==> config.mk <==
export PLATFORM = sky130hd
export DESIGN_NAME = button_debouncer_event_latch
export DESIGN_NICKNAME = d
export VERILOG_FILES = /design/src/sv/bdel_pkg.sv /design/src/sv/bdel_button.sv /design/src/sv/button_debouncer_event_latch.sv
export VERILOG_INCLUDE_DIRS = /design/src /design/src/sv
export SDC_FILE = /design/constraint.sdc
export NUM_CORES = 1
export LEC_CHECK = 0
export BUFFER_PORTS_ARGS = -buffer_cell sky130_fd_sc_hd__buf_2
export CORE_MARGIN = 4
export CORE_UTILIZATION = 30
export CTS_CLUSTER_SIZE = 12
export DETAILED_ROUTE_END_ITERATION = 8
export GPL_TIMING_DRIVEN = 0
export MAX_ROUTING_LAYER = met4
export PLACE_DENSITY = 0.42
export SKIP_CTS_REPAIR_TIMING = 1
export SLEW_MARGIN = 20
export SYNTH_ARGS = -nofsm -noshare
export SYNTH_HDL_FRONTEND = slang
export SYNTH_SLANG_ARGS = --single-unit
==> constraint.sdc <==
create_clock -name clk -period 2.7 [get_ports clk]
set_clock_uncertainty 0.1 [all_clocks]
set_input_delay 0.54 -clock clk [delete_from_list [all_inputs] [get_ports clk]]
set_output_delay 0.54 -clock clk [all_outputs]
set_load 0.02 [all_outputs]
==> src/sv/assert_macros.svh <==
// assertion macros shared by the debouncer rtl
`ifndef ASSERT_MACROS_SVH
`define ASSERT_MACROS_SVH

// property that must hold at every clock edge outside reset
`define BDEL_ASSERT_ALWAYS(label, expr, msg) \
  label: assert property (@(posedge clk) disable iff (rst) (expr)) else $error(msg);

// same-cycle implication checked outside reset
`define BDEL_ASSERT_IMPLY(label, ante, cons, msg) \
  label: assert property (@(posedge clk) disable iff (rst) (ante) |-> (cons)) else $error(msg);

`endif

==> src/sv/bdel_pkg.sv <==
// shared types and constants for the button debouncer with event latch
package bdel_pkg;

  localparam int NUM_BUTTONS = 2;
  localparam int CNT_W       = 8;
  localparam int FUNC_W      = 3;

  localparam logic [CNT_W-1:0] SETTLE_RESET = CNT_W'(10);
  localparam logic [CNT_W-1:0] CNT_MAX      = {CNT_W{1'b1}};

  // item function codes
  localparam logic [FUNC_W-1:0] FUNC_TICK        = 3'd0;
  localparam logic [FUNC_W-1:0] FUNC_RD_CHANGED  = 3'd1;
  localparam logic [FUNC_W-1:0] FUNC_RD_PRESSED  = 3'd2;
  localparam logic [FUNC_W-1:0] FUNC_RD_RELEASED = 3'd3;
  localparam logic [FUNC_W-1:0] FUNC_RD_STATUS   = 3'd4;

  typedef struct packed {
    logic [FUNC_W-1:0]      func;
    logic [NUM_BUTTONS-1:0] pin_levels;
  } in_item_t;

  typedef struct packed {
    logic                   notify;
    logic [NUM_BUTTONS-1:0] notify_mask;
    logic [NUM_BUTTONS-1:0] read_data;
  } out_item_t;

  // accepted level change of one button on a tick
  typedef struct packed {
    logic press;
    logic release_evt;
  } btn_evt_t;

endpackage

==> src/sv/bdel_button.sv <==
// settle counter and debounced level of one button
module bdel_button
  import bdel_pkg::*;
(
  input  logic             clk,
  input  logic             rst,
  input  logic             tick_en,
  input  logic             pin,
  input  logic [CNT_W-1:0] settle_count,
  output logic             level,
  output btn_evt_t         evt
);

  logic [CNT_W-1:0] counter;
  logic [CNT_W-1:0] counter_next;
  logic             level_next;

  // counter runs while the pin differs from the debounced level
  always_comb begin
    counter_next = counter;
    level_next   = level;
    evt          = '0;
    if (tick_en) begin
      if (pin == level) begin
        counter_next = '0;
      end else if (counter >= settle_count) begin
        counter_next    = '0;
        level_next      = pin;
        evt.press       = pin;
        evt.release_evt = ~pin;
      end else if (counter != CNT_MAX) begin
        counter_next = counter + CNT_W'(1);
      end
    end
  end

  // lane state
  always_ff @(posedge clk) begin
    if (rst) begin
      counter <= '0;
      level   <= 1'b0;
    end else begin
      counter <= counter_next;
      level   <= level_next;
    end
  end

endmodule

==> src/sv/button_debouncer_event_latch.sv <==
// Debouncer for NUM_BUTTONS push buttons with sticky press/release event flags.
// Input channel (in_valid, in_stall, in_data): one beat is a tick sample or a
// read. A tick runs each button's settle counter against the raw pin level and
// updates pressed/released/changed flags; reads return changed, pressed or
// released flags (and clear that set) or the debounced levels.
// Output channel (out_valid, out_stall, out_data): exactly one beat per input
// beat, in order. notify is set on a tick that leaves any changed bit set.
// Config channel (cfg_valid, cfg_ready, cfg_data): writes settle_count; always
// ready; write only while no beat is in flight.
// Path: an accepted beat waits in the input register; the result register and
// out_valid load from it when the output is empty or not stalled.
// Throughput: one beat per cycle while the output is not stalled; all
// per-button logic sits in the single stage between the two registers.
// Stall: while out_stall holds a result, one more beat is taken into the input
// register; after that in_stall rises until the output moves.
// Reset (rst, synchronous): flags, levels and counters clear, settle_count
// returns to 10, both channels empty.
`include "assert_macros.svh"

module button_debouncer_event_latch
  import bdel_pkg::*;
(
  input  logic             clk,
  input  logic             rst,
  input  logic             in_valid,
  output logic             in_stall,
  input  in_item_t         in_data,
  output logic             out_valid,
  input  logic             out_stall,
  output out_item_t        out_data,
  input  logic             cfg_valid,
  output logic             cfg_ready,
  input  logic [CNT_W-1:0] cfg_data
);

  logic [CNT_W-1:0]       settle_count;
  logic                   inbuf_valid;
  in_item_t               inbuf;
  logic                   advance;
  logic                   go;
  logic                   tick_en;
  logic [NUM_BUTTONS-1:0] levels;
  btn_evt_t [NUM_BUTTONS-1:0] evts;
  logic [NUM_BUTTONS-1:0] press_vec;
  logic [NUM_BUTTONS-1:0] release_vec;
  logic [NUM_BUTTONS-1:0] pressed_flags;
  logic [NUM_BUTTONS-1:0] released_flags;
  logic [NUM_BUTTONS-1:0] changed_flags;
  logic [NUM_BUTTONS-1:0] pressed_flags_next;
  logic [NUM_BUTTONS-1:0] released_flags_next;
  logic [NUM_BUTTONS-1:0] changed_flags_next;
  out_item_t              result;

  // config register
  assign cfg_ready = 1'b1;

  always_ff @(posedge clk) begin
    if (rst) begin
      settle_count <= SETTLE_RESET;
    end else if (cfg_valid && cfg_ready) begin
      settle_count <= cfg_data;
    end
  end

  // pipeline flow control
  assign advance  = !out_valid || !out_stall;
  assign in_stall = inbuf_valid && !advance;
  assign go       = inbuf_valid && advance;
  assign tick_en  = go && (inbuf.func == FUNC_TICK);

  // input register
  always_ff @(posedge clk) begin
    if (rst) begin
      inbuf_valid <= 1'b0;
    end else if (!in_stall) begin
      inbuf_valid <= in_valid;
    end
  end

  always_ff @(posedge clk) begin
    if (!in_stall && in_valid) begin
      inbuf <= in_data;
    end
  end

  // per-button debounce lanes
  for (genvar i = 0; i < NUM_BUTTONS; i++) begin : g_btn
    bdel_button u_button (
      .clk          (clk),
      .rst          (rst),
      .tick_en      (tick_en),
      .pin          (inbuf.pin_levels[i]),
      .settle_count (settle_count),
      .level        (levels[i]),
      .evt          (evts[i])
    );
    assign press_vec[i]   = evts[i].press;
    assign release_vec[i] = evts[i].release_evt;
  end

  // flag update and result for the beat in the input register
  always_comb begin
    pressed_flags_next  = pressed_flags;
    released_flags_next = released_flags;
    changed_flags_next  = changed_flags;
    result              = '0;
    if (go) begin
      unique case (inbuf.func)
        FUNC_TICK: begin
          pressed_flags_next  = (pressed_flags | press_vec) & ~release_vec;
          released_flags_next = (released_flags | release_vec) & ~press_vec;
          changed_flags_next  = pressed_flags_next | released_flags_next;
          result.notify_mask  = changed_flags_next;
          result.notify       = |changed_flags_next;
        end
        FUNC_RD_CHANGED: begin
          result.read_data   = changed_flags;
          changed_flags_next = '0;
        end
        FUNC_RD_PRESSED: begin
          result.read_data   = pressed_flags;
          pressed_flags_next = '0;
        end
        FUNC_RD_RELEASED: begin
          result.read_data    = released_flags;
          released_flags_next = '0;
        end
        FUNC_RD_STATUS: begin
          result.read_data = levels;
        end
        default: begin
          result = '0;
        end
      endcase
    end
  end

  // sticky event flags
  always_ff @(posedge clk) begin
    if (rst) begin
      pressed_flags  <= '0;
      released_flags <= '0;
      changed_flags  <= '0;
    end else begin
      pressed_flags  <= pressed_flags_next;
      released_flags <= released_flags_next;
      changed_flags  <= changed_flags_next;
    end
  end

  // result register
  always_ff @(posedge clk) begin
    if (rst) begin
      out_valid <= 1'b0;
    end else if (advance) begin
      out_valid <= inbuf_valid;
    end
  end

  always_ff @(posedge clk) begin
    if (go) begin
      out_data <= result;
    end
  end

  // checks
  `BDEL_ASSERT_ALWAYS(a_flags_exclusive, (pressed_flags & released_flags) == '0, "both flags set")
  `BDEL_ASSERT_IMPLY(a_notify, out_valid, out_data.notify == |out_data.notify_mask, "bad notify")
  `BDEL_ASSERT_IMPLY(a_stall_full, in_stall, inbuf_valid && out_valid, "stall while empty")

endmodule

# Word level (Yosys, flattened, before mapping)
# Cells that the tools add are included.
# totals
ff_bits	44
latchBits	0
mem_bits_rw	0
romBits	0
input_bits	18
output_inout_bits	8
elab_cells	77
memories	0
# classes
addsub	2
multipliers	0
div_mod_pow	0
magnitude_cmp	2
n_eq_ne	8
n_shift	0
muxes	16
bitwise	11
reduce_logical	23
# ops
op	n
8-bit 2-to-1 mux	6
8-bit by 1-bit adder with 8-bit output (second input constant)	2
8-bit greater-or-equal comparator	2
8-bit inequality test (second input constant)	2
2-bit 2-to-1 mux	6
2-bit case mux with 2 select lines	3
2-bit AND reduction	5
2-bit case mux with 4 select lines	1
3-bit by 2-bit == test with 1-bit output (second input constant)	2
2-bit bitwise OR	3
3-bit AND reduction	2
2-bit nonzero test	3
3-bit nonzero test	2
2-bit AND	2
1-bit logical AND	4
1-bit zero test	4
1-bit NOT	4
2-bit NOT	2
3-bit by 1-bit == test with 1-bit output (second input constant)	1
3-bit == test (second input constant)	1
3-bit zero test	1
1-bit == test	2
2-bit OR reduction	1
1-bit logical OR	1

# Logic depth before layout (Yosys ltp)
# Gate-level depths: netlist of the first run.
# logic_depth
word_depth	9
mapped_depth	8

# Modules after synthesis
# Synthesis of the first run repeated with hierarchy kept, for this count alone.
# hier_totals
cells_unflattened	282
hier_area_um2	2676.3
# modules_own_cells
mod	instances	cells_each	area_each_um2	seq_area_each_um2
bdel_button	2	90	759.5	180.2
button_debouncer_event_latch	1	102	1157.4	620.6

# Worst setup path after synthesis of the first run
# Ideal clock, no wire load.
# synth_timing
path_kind	register to register
start	reg g_btn[0].u_button.counter[0]
end	reg out_data[4] in the netlist's numbering (data pin)
setup_ns	0.274
arrival_ns	1.770
setup_slack_ns	0.556
stages_incl_launch_ff	8
n_path_buf	0
synth_period_minus_slack_ns	2.144
cell_sequence	dfxtp_1 inv_1 ha_1 nand2b_4 a2111oi_4 o31ai_4 a311oi_1 a21boi_0
# synth_between
elab_chain_cells	8
word_cells_on_any_way	12
# synth_lines
item	line_no	rtl
from (decl)	bdel_button.sv:14	logic [CNT_W-1:0] counter;
from (signal assigned)	bdel_button.sv:43	counter <= counter_next;
8-bit greater-or-equal comparator *	bdel_button.sv:26	end else if (counter >= settle_count) begin
2-bit 2-to-1 mux *	bdel_button.sv:26	
2-bit 2-to-1 mux *	bdel_button.sv:24	if (pin == level) begin
2-bit 2-to-1 mux *	bdel_button.sv:23	if (tick_en) begin
2-bit bitwise OR, or another cell as far along	button_debouncer_event_latch.sv:110	pressed_flags_next = (pressed_flags | press_vec) & ~release_vec;
2-bit AND, on equally long branches	button_debouncer_event_latch.sv:110, button_debouncer_event_latch.sv:111	
2-bit bitwise OR *	button_debouncer_event_latch.sv:112	changed_flags_next = pressed_flags_next | released_flags_next;
2-bit OR reduction *	button_debouncer_event_latch.sv:114	result.notify = |changed_flags_next;
to (signal assigned)	button_debouncer_event_latch.sv:162	out_data <= result;
to (decl)	button_debouncer_event_latch.sv:30	output out_item_t out_data,
# Mark *: on every way between the ends. The rest lies on a longest branch, timed or not.
# A chain may end at the register's enable or synchronous reset.

# Worst setup path after layout of the first run
# Ends and elaborated chain as after synthesis.

==> results of run 1 <==
worst max-delay path by stage:
stage                                            start                           end  slack, ps
after detailed placement                     out_stall                   out_data[4]        190
after global placement                       out_stall  g_btn[1].u_button.counter[6]        130
final                     g_btn[0].u_button.counter[0]                   out_data[4]        320
after floorplan           g_btn[0].u_button.counter[0]                   out_data[4]        560
after global routing      g_btn[0].u_button.counter[0]                   out_data[4]        180
after CTS                 g_btn[0].u_button.counter[0]                   out_data[4]        180
per-layer routing:
metal | vias to the layer above | track usage [%] | wire (um)
met5 | - | - | 0
met4 | 0 | 3.47 | 48
met3 | 5 | 2.45 | 141
met2 | 29 | 20.4 | 2640
met1 | 945 | 18.3 | 3210
li1 | 1065 | - | -
critical path: stages, from the launching register on:
cell,delay (ps)
dfxtp_1,390
inv_1,70
ha_1,280
nand2b_4,140
a2111oi_4,440
o31ai_4,140
a311oi_2,400
a21boi_0,140
registers in the layout, indices dropped and copies added, names as in the netlist:
signal and count:
released_flags 2, g_btn.u_button.counter 16, out_data 5, settle_count 8, inbuf_valid 1, pressed_flags 2
g_btn.u_button.level 2, inbuf 5, changed_flags 2, out_valid 1
power by group through the flow:
stage	registers (mW)	clock network, mW	logic [mW]
2_1_floorplan	0.715	0	0.0897
3_3_place_gp	0.714	0	0.134
3_5_place_dp	0.714	0	0.134
4_1_cts	0.699	0.545	0.135
5_1_grt	0.700	0.565	0.150
6_report	0.699	0.531	0.133
Yosys cell counts (5+ instances only):
cell      count  area, um^2
nor2_1       22        82.6
nand4_1       5        31.3
and3_1        5        31.3
dfxtp_1      34         681
a21oi_1      21         105
edfxtp_1     10         300
a31oi_1       5        31.3
o21ai_0      12        60.1
nand2_1      20        75.1
clkbuf_1      5        18.8
nand3_1       8        40.0
ha_1         18         225
o31ai_1       5        37.5
nor2b_1       9        56.3
inv_1        15        56.3
mux2i_1       9        90.1
kinds of logic (layout without fill, tap and decap cells):
family	Yosys count	count (layout)	share of synthesized area, %
multiplexers	12	12	4.92
AO/OA/AOI/OAI	82	82	23.5
flip-flops	44	44	38.9
AND/OR/NAND/NOR	89	89	19.2
XOR/XNOR	1	1	0.348
adder cells (fa/ha/maj)	18	18	8.94
buffers and inverters	24	55	3.97
other	1	1	0.149
metrics by stage:
stage               worst slack (ps)  utilization [%]  total power, mW
finish                           321             35.3             1.36
floorplan                        556                -            0.805
CTS                              175             35.2             1.38
global placement                 135             33.8            0.848
global route                     179             35.3             1.42
detailed placement               185             33.8            0.848
area by class of cell:
| type | count | area, um^2 |
|---|---|---|
| plain buffers | 9 | 43.8 |
| clock buffers | 5 | 68.8 |
| clock inverters | 3 | 42.5 |
| fillers | 878 | 5290 |
| inverters | 15 | 56.3 |
| multi-input cells | 203 | 1440 |
| flip-flops and latches | 44 | 981 |
| well taps | 105 | 131 |
| repair buffers | 23 | 115 |
==> flow_metrics.py, run 1 <==
metrics = {
    "setup_path": {
        "worstPathMaxFanout": 5,
        "cp-start-kind": "flip-flop",
        "path_class": "reg -> reg",
        "r2r-end": "out_data[4]",
        "cp-end-kind": "flip-flop",
        "cp_data_arrival_time_ps": 2320,
        "worstPathRequired_ps": 2640,
        "rr_startpoint": "g_btn[0].u_button.counter[0]",
        "reg2regPathDepth": 7,
        "r2r_slack_ps": 320,
    },
    "placed_design": {
        "gp_congestion": 0.817,
        "dpl.hpwl_um": 4590,
        "dpl_cell_area_um2": 2770,
        "dp_cells": 399,
        "port_buffers": 23,
    },
    "synth": {
        "syn_area_per_cell_um2": 9.29,
        "syn_nets": 307,
        "ys_ff_latch": 44,
        "synthFlopType": "dfxtp_1",
        "synth_edf_count": 10,
        "synth_cell_types": 54,
        "syn_inst": 271,
        "synthArstFlopShare_pct": 0,
        "yosysSeqAreaShare_pct": 38.9,
        "yosys_warnings": 0,
        "syn_area_um2": 2520,
    },
    "floorplanning": {
        "core_area_um2": 8180,
        "start_util_pct": 30.8,
        "ioPinCount": 26,
        "die-area_um2": 9930,
        "fp-row-count": 33,
        "die_w_um": 99.6,
        "dieHeight_um": 99.6,
    },
    "routing": {
        "final_antenna_net_count": 0,
        "route.vias.total": 2044,
        "drt_iter0_markers": 87,
        "viasPerCell": 5.02,
        "firstDrtPassIters": 4,
        "wl_per_cell_um": 14.9,
        "remaining_drc_errors": 0,
        "wirelength_um": 6050,
    },
    "clock_tree": {
        "h-tree-depth": 2,
        "cts_tree": "done",
        "clkLatencyLatePin_ps": 300,
        "cts.sinks": 44,
        "clk_pin_slew_worst_paths_ps": 100,
        "clk_path_buf_depth": 2,
        "clockRootBuffer": "clkbuf_8",
        "cts_buffers": 5,
    },
    "finish": {
        "fin_cells": 407,
        "layout-drive-gt1-share_pct": 18.5,
        "layout_common_cells": "dfxtp_1, buf_2, nor2_1",
        "layout_commonest_cell": "dfxtp_1",
        "fin_area_um2": 2880,
        "n_antenna_cell": 0,
        "finalNetCount": 337,
        "areaGrowthSynthToFinish_pct": 14.5,
    },
    "sta": {
        "slew_headroom_pct": 60.3,
        "min_period_ps": 2380,
        "hold_viol": 0,
        "whs_ps": 307,
        "drv_slew": 0,
        "finalSetupViolCount": 0,
        "rsz0062_at_grt": "no",
        "fmax_ghz": 0.420,
        "finalCritPeriodShare_pct": 88.1,
        "worst_pin_slew_ps": 596,
        "finalSetupTns_ps": 0,
    },
    "pwr": {
        "pwr-share-comb_pct": 9.7,
        "p_sw_share_pct": 25.5,
        "cellPowerDensity_nw_per_um2": 472,
        "seq_power_share_pct": 51.3,
        "power.share.clock_pct": 39.0,
        "internal-power_mw": 1.01,
        "p_switching_mw": 0.348,
        "p_leak_nw": 1.08,
        "ir_drop_v": 0.000175,
    },
    "global_routing": {
        "grt-ovfl-total": 0,
        "grt_antenna_before_repair": 0,
        "grt_pass1_vias": 2063,
        "grt_first_pass_wirelength_um": 10400,
        "track_usage_pct": 13.4,
        "grt_max_degree": 15,
    },
    "worst_hold_path": {
        "hold_depth": 1,
        "hold_class": "in -> reg",
        "min-delay-start": "in_data[4]",
        "hold_end": "inbuf[4]",
    },
    "job": {
        "cap_violations": 0,
    },
    "run_status": {
        "status": "finished, final reports clean",
    },
}
Power figures use the tool's default switching activity.
==> run 2: changes to the inputs <==
- CORE_ASPECT_RATIO: default -> 2
- CORE_MARGIN: 4 -> default
- clock period: 2.7 -> 2.8 ns (I/O delays scaled with it)
==> flow_metrics.py, run 2 (same netlist as run 1, synthesis figures left out) <==
metrics = {
    "sta": {
        "hold_viol": 0,
        "min_period_ps": 2550,
        "drv_slew": 0,
        "finalCritPeriodShare_pct": 91.2,
        "finalSetupTns_ps": 0,
        "slew_headroom_pct": 58.2,
        "rsz0062_at_grt": "no",
        "fmax_ghz": 0.392,
        "finalSetupViolCount": 0,
        "worst_pin_slew_ps": 627,
    },
    "placed_design": {
        "dpl.hpwl_um": 5090,
        "port_buffers": 23,
        "gp_congestion": 0.777,
    },
    "floorplanning": {
        "ioPinCount": 26,
        "start_util_pct": 30.6,
        "die-area_um2": 8790,
        "dieHeight_um": 132,
        "core_area_um2": 8230,
        "die_w_um": 66.8,
        "fp-row-count": 47,
    },
    "setup_path": {
        "cp-start-kind": "flip-flop",
        "cp-end-kind": "flip-flop",
        "worstPathRequired_ps": 2710,
        "path_class": "reg -> reg",
        "cp_data_arrival_time_ps": 2460,
        "worstPathMaxFanout": 5,
    },
    "routing": {
        "remaining_drc_errors": 0,
        "firstDrtPassIters": 4,
        "wl_per_cell_um": 16.4,
        "final_antenna_net_count": 0,
        "wirelength_um": 6540,
        "drt_iter0_markers": 70,
        "viasPerCell": 5.21,
        "route.vias.total": 2083,
    },
    "finish": {
        "layout_common_cells": "dfxtp_1, buf_2, nor2_1",
        "layout-drive-gt1-share_pct": 18.5,
        "finalNetCount": 337,
        "largest_register": "g_btn.u_button.counter",
        "fillers": 863,
        "n_antenna_cell": 0,
        "largestRegisters": "g_btn.u_button.counter x16, settle_count x8",
        "largest_reg_flops": 16,
        "layout_commonest_cell": "dfxtp_1",
        "areaGrowthSynthToFinish_pct": 16.3,
    },
    "pwr": {
        "p_leak_nw": 1.11,
        "total_power_mw": 1.48,
        "cellPowerDensity_nw_per_um2": 507,
        "ir_drop_v": 0.000297,
    },
    "clock_tree": {
        "h-tree-depth": 2,
        "clockRootBuffer": "clkbuf_16",
        "cts.sinks": 44,
        "clkLatencyLatePin_ps": 290,
        "clk_path_buf_depth": 2,
        "cts_buffers": 5,
        "clk_pin_slew_worst_paths_ps": 70,
        "cts_tree": "done",
    },
    "worst_hold_path": {
        "hold_class": "in -> reg",
    },
    "global_routing": {
        "grt-ovfl-total": 0,
        "grt_pass1_vias": 2192,
        "track_usage_pct": 17.5,
        "grt_max_degree": 15,
        "grt_antenna_before_repair": 0,
        "grt_first_pass_wirelength_um": 11100,
    },
    "job": {
        "cap_violations": 0,
    },
    "run_status": {
        "status": "finished, final reports clean",
    },
}
run 2: final timing paths:
check | slack [ps] | depth (start not counted) | endpoint | from
worst max register to register | 250 | 7 | out_data[4] | g_btn[0].u_button.counter[0]
worst min register to register | 390 | 2 | out_valid | inbuf_valid
worst min-delay path | 340 | 1 | inbuf[1] | in_data[1]
worst max-delay path | 250 | 7 | out_data[4] | g_btn[0].u_button.counter[0]
run 2: layer usage:
metal	vias to the layer above	wire length [um]	track usage, %
li1	1060	-	-
met3	17	196	2.95
met5	-	0	-
met4	0	326	9.81
met2	45	3630	30.8
met1	961	2390	17.4
run 2: where the power goes:
| part | internal [mW] | switching, mW |
|---|---|---|
| registers | 0.664 | 0.00927 |
| logic | 0.0493 | 0.0809 |
| clock network | 0.420 | 0.261 |
run 2: worst max-delay path, cell delays in order (launching register included):
cell and delay (ps):
dfxtp_1 400, inv_1 60, ha_1 290, nand2b_4 150, a2111oi_4 460, o31ai_4 140
a311oi_2 500, a21boi_0 180
run 2: per-stage QoR:
| stage | area [um^2] | hold slack [ps] | worst slack [ps] | util (%) | cells |
|---|---|---|---|---|---|
| global placement | 2760 | 355 | 41.0 | 33.5 | 392 |
| global route | 2930 | 330 | 128 | 35.6 | 400 |
| CTS | 2920 | 331 | 23.8 | 35.5 | 400 |
| finish | 2930 | 342 | 247 | 35.6 | 400 |
| floorplan | 2520 | 343 | 656 | - | 271 |
| detailed placement | 2760 | 389 | 77.0 | 33.5 | 392 |
run 2: area by class of cell:
class	instances	area (um^2)	share of cell area (%)
buffer	9	43.8	1.49
multi-input combinational	203	1440	49.3
clock buffer	5	125	4.27
inverter	15	56.3	1.92
timing repair buffer	23	115	3.93
tap	98	123	4.18
clock inverter	3	42.5	1.45
sequential	44	981	33.5
==> run 3: changes to the inputs <==
- CAP_MARGIN: default -> 20
- PLACE_DENSITY: 0.42 -> 0.54
- SYNTH_HIERARCHICAL: default -> 1
==> flow_metrics.py, run 3 <==
metrics = {
    "run_status": {
        "status": "finished, final reports clean",
    },
    "sta": {
        "drv_slew": 0,
        "finalSetupViolCount": 0,
        "rsz0062_at_grt": "no",
        "fin_ws_ps": 124,
        "finalSetupTns_ps": 0,
        "fmax_ghz": 0.374,
        "finalCritPeriodShare_pct": 95.6,
        "hold_viol": 0,
        "min_period_ps": 2680,
    },
    "finish": {
        "areaGrowthSynthToFinish_pct": 17.1,
        "layout_commonest_cell": "dfxtp_1",
        "layout-drive-gt1-share_pct": 25.4,
        "largest_register": "g_btn.u_button/counter",
        "finalNetCount": 350,
        "n_antenna_cell": 0,
        "largest_reg_flops": 16,
        "largestRegisters": "g_btn.u_button/counter x16, settle_count x8",
        "layout_common_cells": "dfxtp_1, inv_1, buf_2",
        "fin_cells": 415,
    },
    "synth": {
        "yosys_warnings": 6,
        "syn_area_per_cell_um2": 9.49,
        "synth-adder-area-share_pct": 8.42,
        "synth_mux_area_share_pct": 4.49,
        "synth_xor_area_share_pct": 1.64,
        "syn_nets": 318,
        "synth_cell_types": 54,
        "yosys.area.top_type_share_pct": 25.4,
        "yosys-top-cells-area": "dfxtp_1, edfxtp_1, ha_1",
        "ys_ff_latch": 44,
        "synthFlopType": "dfxtp_1",
        "synthSimpleGateAreaFrac_pct": 18.6,
        "synth_most_common_cell": "dfxtp_1",
        "synth_edf_count": 10,
        "syn_area_um2": 2680,
        "syn_inst": 282,
        "synth_compound_area_share_pct": 22.0,
        "yosysTopAreaCell": "dfxtp_1",
        "synthArstFlopShare_pct": 0,
        "synth_common_cells": "dfxtp_1, inv_1, ha_1, nand2_1",
        "synth_top_family_by_area": "compound AO/OA/AOI/OAI gates",
        "yosysSeqAreaShare_pct": 36.7,
    },
    "floorplanning": {
        "fp-row-count": 48,
        "dieHeight_um": 136,
        "ioPinCount": 26,
        "start_util_pct": 30.9,
        "die_w_um": 68.8,
        "core_area_um2": 8650,
        "die-area_um2": 9330,
    },
    "clock_tree": {
        "cts.sinks": 44,
        "clkLatencyLatePin_ps": 290,
        "cts_tree": "done",
        "clk_path_buf_depth": 2,
        "h-tree-depth": 2,
        "cts_buffers": 5,
        "clockRootBuffer": "clkbuf_16",
        "clk_pin_slew_worst_paths_ps": 60,
    },
    "routing": {
        "drt_iter0_markers": 82,
        "remaining_drc_errors": 0,
        "wirelength_um": 5910,
        "route.vias.total": 2180,
        "firstDrtPassIters": 4,
        "viasPerCell": 5.25,
        "final_antenna_net_count": 0,
        "wl_per_cell_um": 14.3,
    },
    "setup_path": {
        "cpPeakStageDelay_ps": 490,
        "reg2regPathDepth": 9,
        "path_class": "reg -> reg",
        "critPathSlowestCell": "or4_4",
        "cp-start-kind": "flip-flop",
        "cp-end-kind": "flip-flop",
        "worstPathRequired_ps": 2740,
        "worstPathMaxFanout": 5,
        "cp_data_arrival_time_ps": 2620,
        "crit_chain": "inv_1, ha_1, or3_2, a21oi_4, o31ai_4, and4_4, or4_4, nand2_2, a21oi_1",
    },
    "worst_hold_path": {
        "hold_depth": 1,
        "hold_class": "in -> reg",
    },
    "placed_design": {
        "dpl.hpwl_um": 4660,
        "port_buffers": 23,
        "dp_cells": 405,
        "post-place-ws_ps": -64.5,
        "gp_congestion": 0.875,
    },
    "global_routing": {
        "grt_max_degree": 14,
        "track_usage_pct": 14.7,
        "grt_antenna_before_repair": 0,
        "grt-ovfl-total": 0,
        "grt_pass1_vias": 2142,
        "grt_first_pass_wirelength_um": 9780,
    },
    "pwr": {
        "ir_drop_v": 0.000247,
        "p_leak_nw": 1.27,
        "cellPowerDensity_nw_per_um2": 446,
    },
    "job": {
        "cap_violations": 0,
    },
}
run 3: cell types whose count changed after synthesis, sizes merged, moves of 6 or more:
cell / before / now
buf: 4 / 10
nor2: 22 / 14
inv: 15 / 25
nand3: 8 / 14
o21ai: 18 / 8
o22a: 0 / 8
nor3: 7 / 15
nor2b: 9 / 3
run 3: area by class of cell:
cell class              count  area (um^2)
plain buffers              12          114
flip-flops and latches     44          983
well taps                 100          125
clock inverters             1         5.00
repair buffers             25          130
inverters                  26          103
fillers                   880         5520
multi-input cells         200         1540
clock buffers               7          133
run 3: worst paths after layout:
kind	from	to	slack [ps]
min reg2reg	changed_flags[1]	changed_flags[1]	370
max	settle_count[2]	out_data[4]	120
max reg2reg	settle_count[2]	out_data[4]	120
min	in_data[4]	inbuf[4]	340
run 3: layer usage:
metal / GRT usage, % / share of wire (%) / up-vias
li1: - / - / 1091
met1: 13.7 / 37 / 1029
met2: 25.9 / 56 / 40
met3: 2.86 / 2.9 / 20
met4: 9.64 / 4.7 / 0
met5: - / 0 / -
run 3: kinds of logic after synthesis:
logic type | Yosys count
other | 1
xor gates and xnor gates | 5
AOI/OAI and AO/OA | 72
buffers and inverters | 38
and+or+nand+nor | 92
DFF | 44
muxes | 12
adders and majority gates | 18
run 3: worst max-delay path: cells and delay by family (launching register included):
family | cells | cell delay (ps)
fa+ha+maj | 1 | 270
compound gates | 3 | 370
buf+inv | 1 | 50
flops | 1 | 340
simple gates | 4 | 1290
run 3: report_power, final:
part	internal (mW)	switching (mW)	leakage [nW]	total, mW
combinational	0.0661	0.0875	0.831	0.154
clock	0.330	0.239	0.0679	0.569
sequential	0.665	0.0108	0.374	0.676
run 3: metrics by stage:
stage                     total power [mW]  util (%)  hold WS, ps  instance area [um^2]
final                                 1.40      36.2          344                  3130
after global routing                  1.47      36.2          329                  3130
after floorplan                      0.791         -          334                  2680
after global placement               0.832      33.7          358                  2920
after detailed placement             0.834      33.7          367                  2920
after CTS                             1.42      35.3          336                  3050
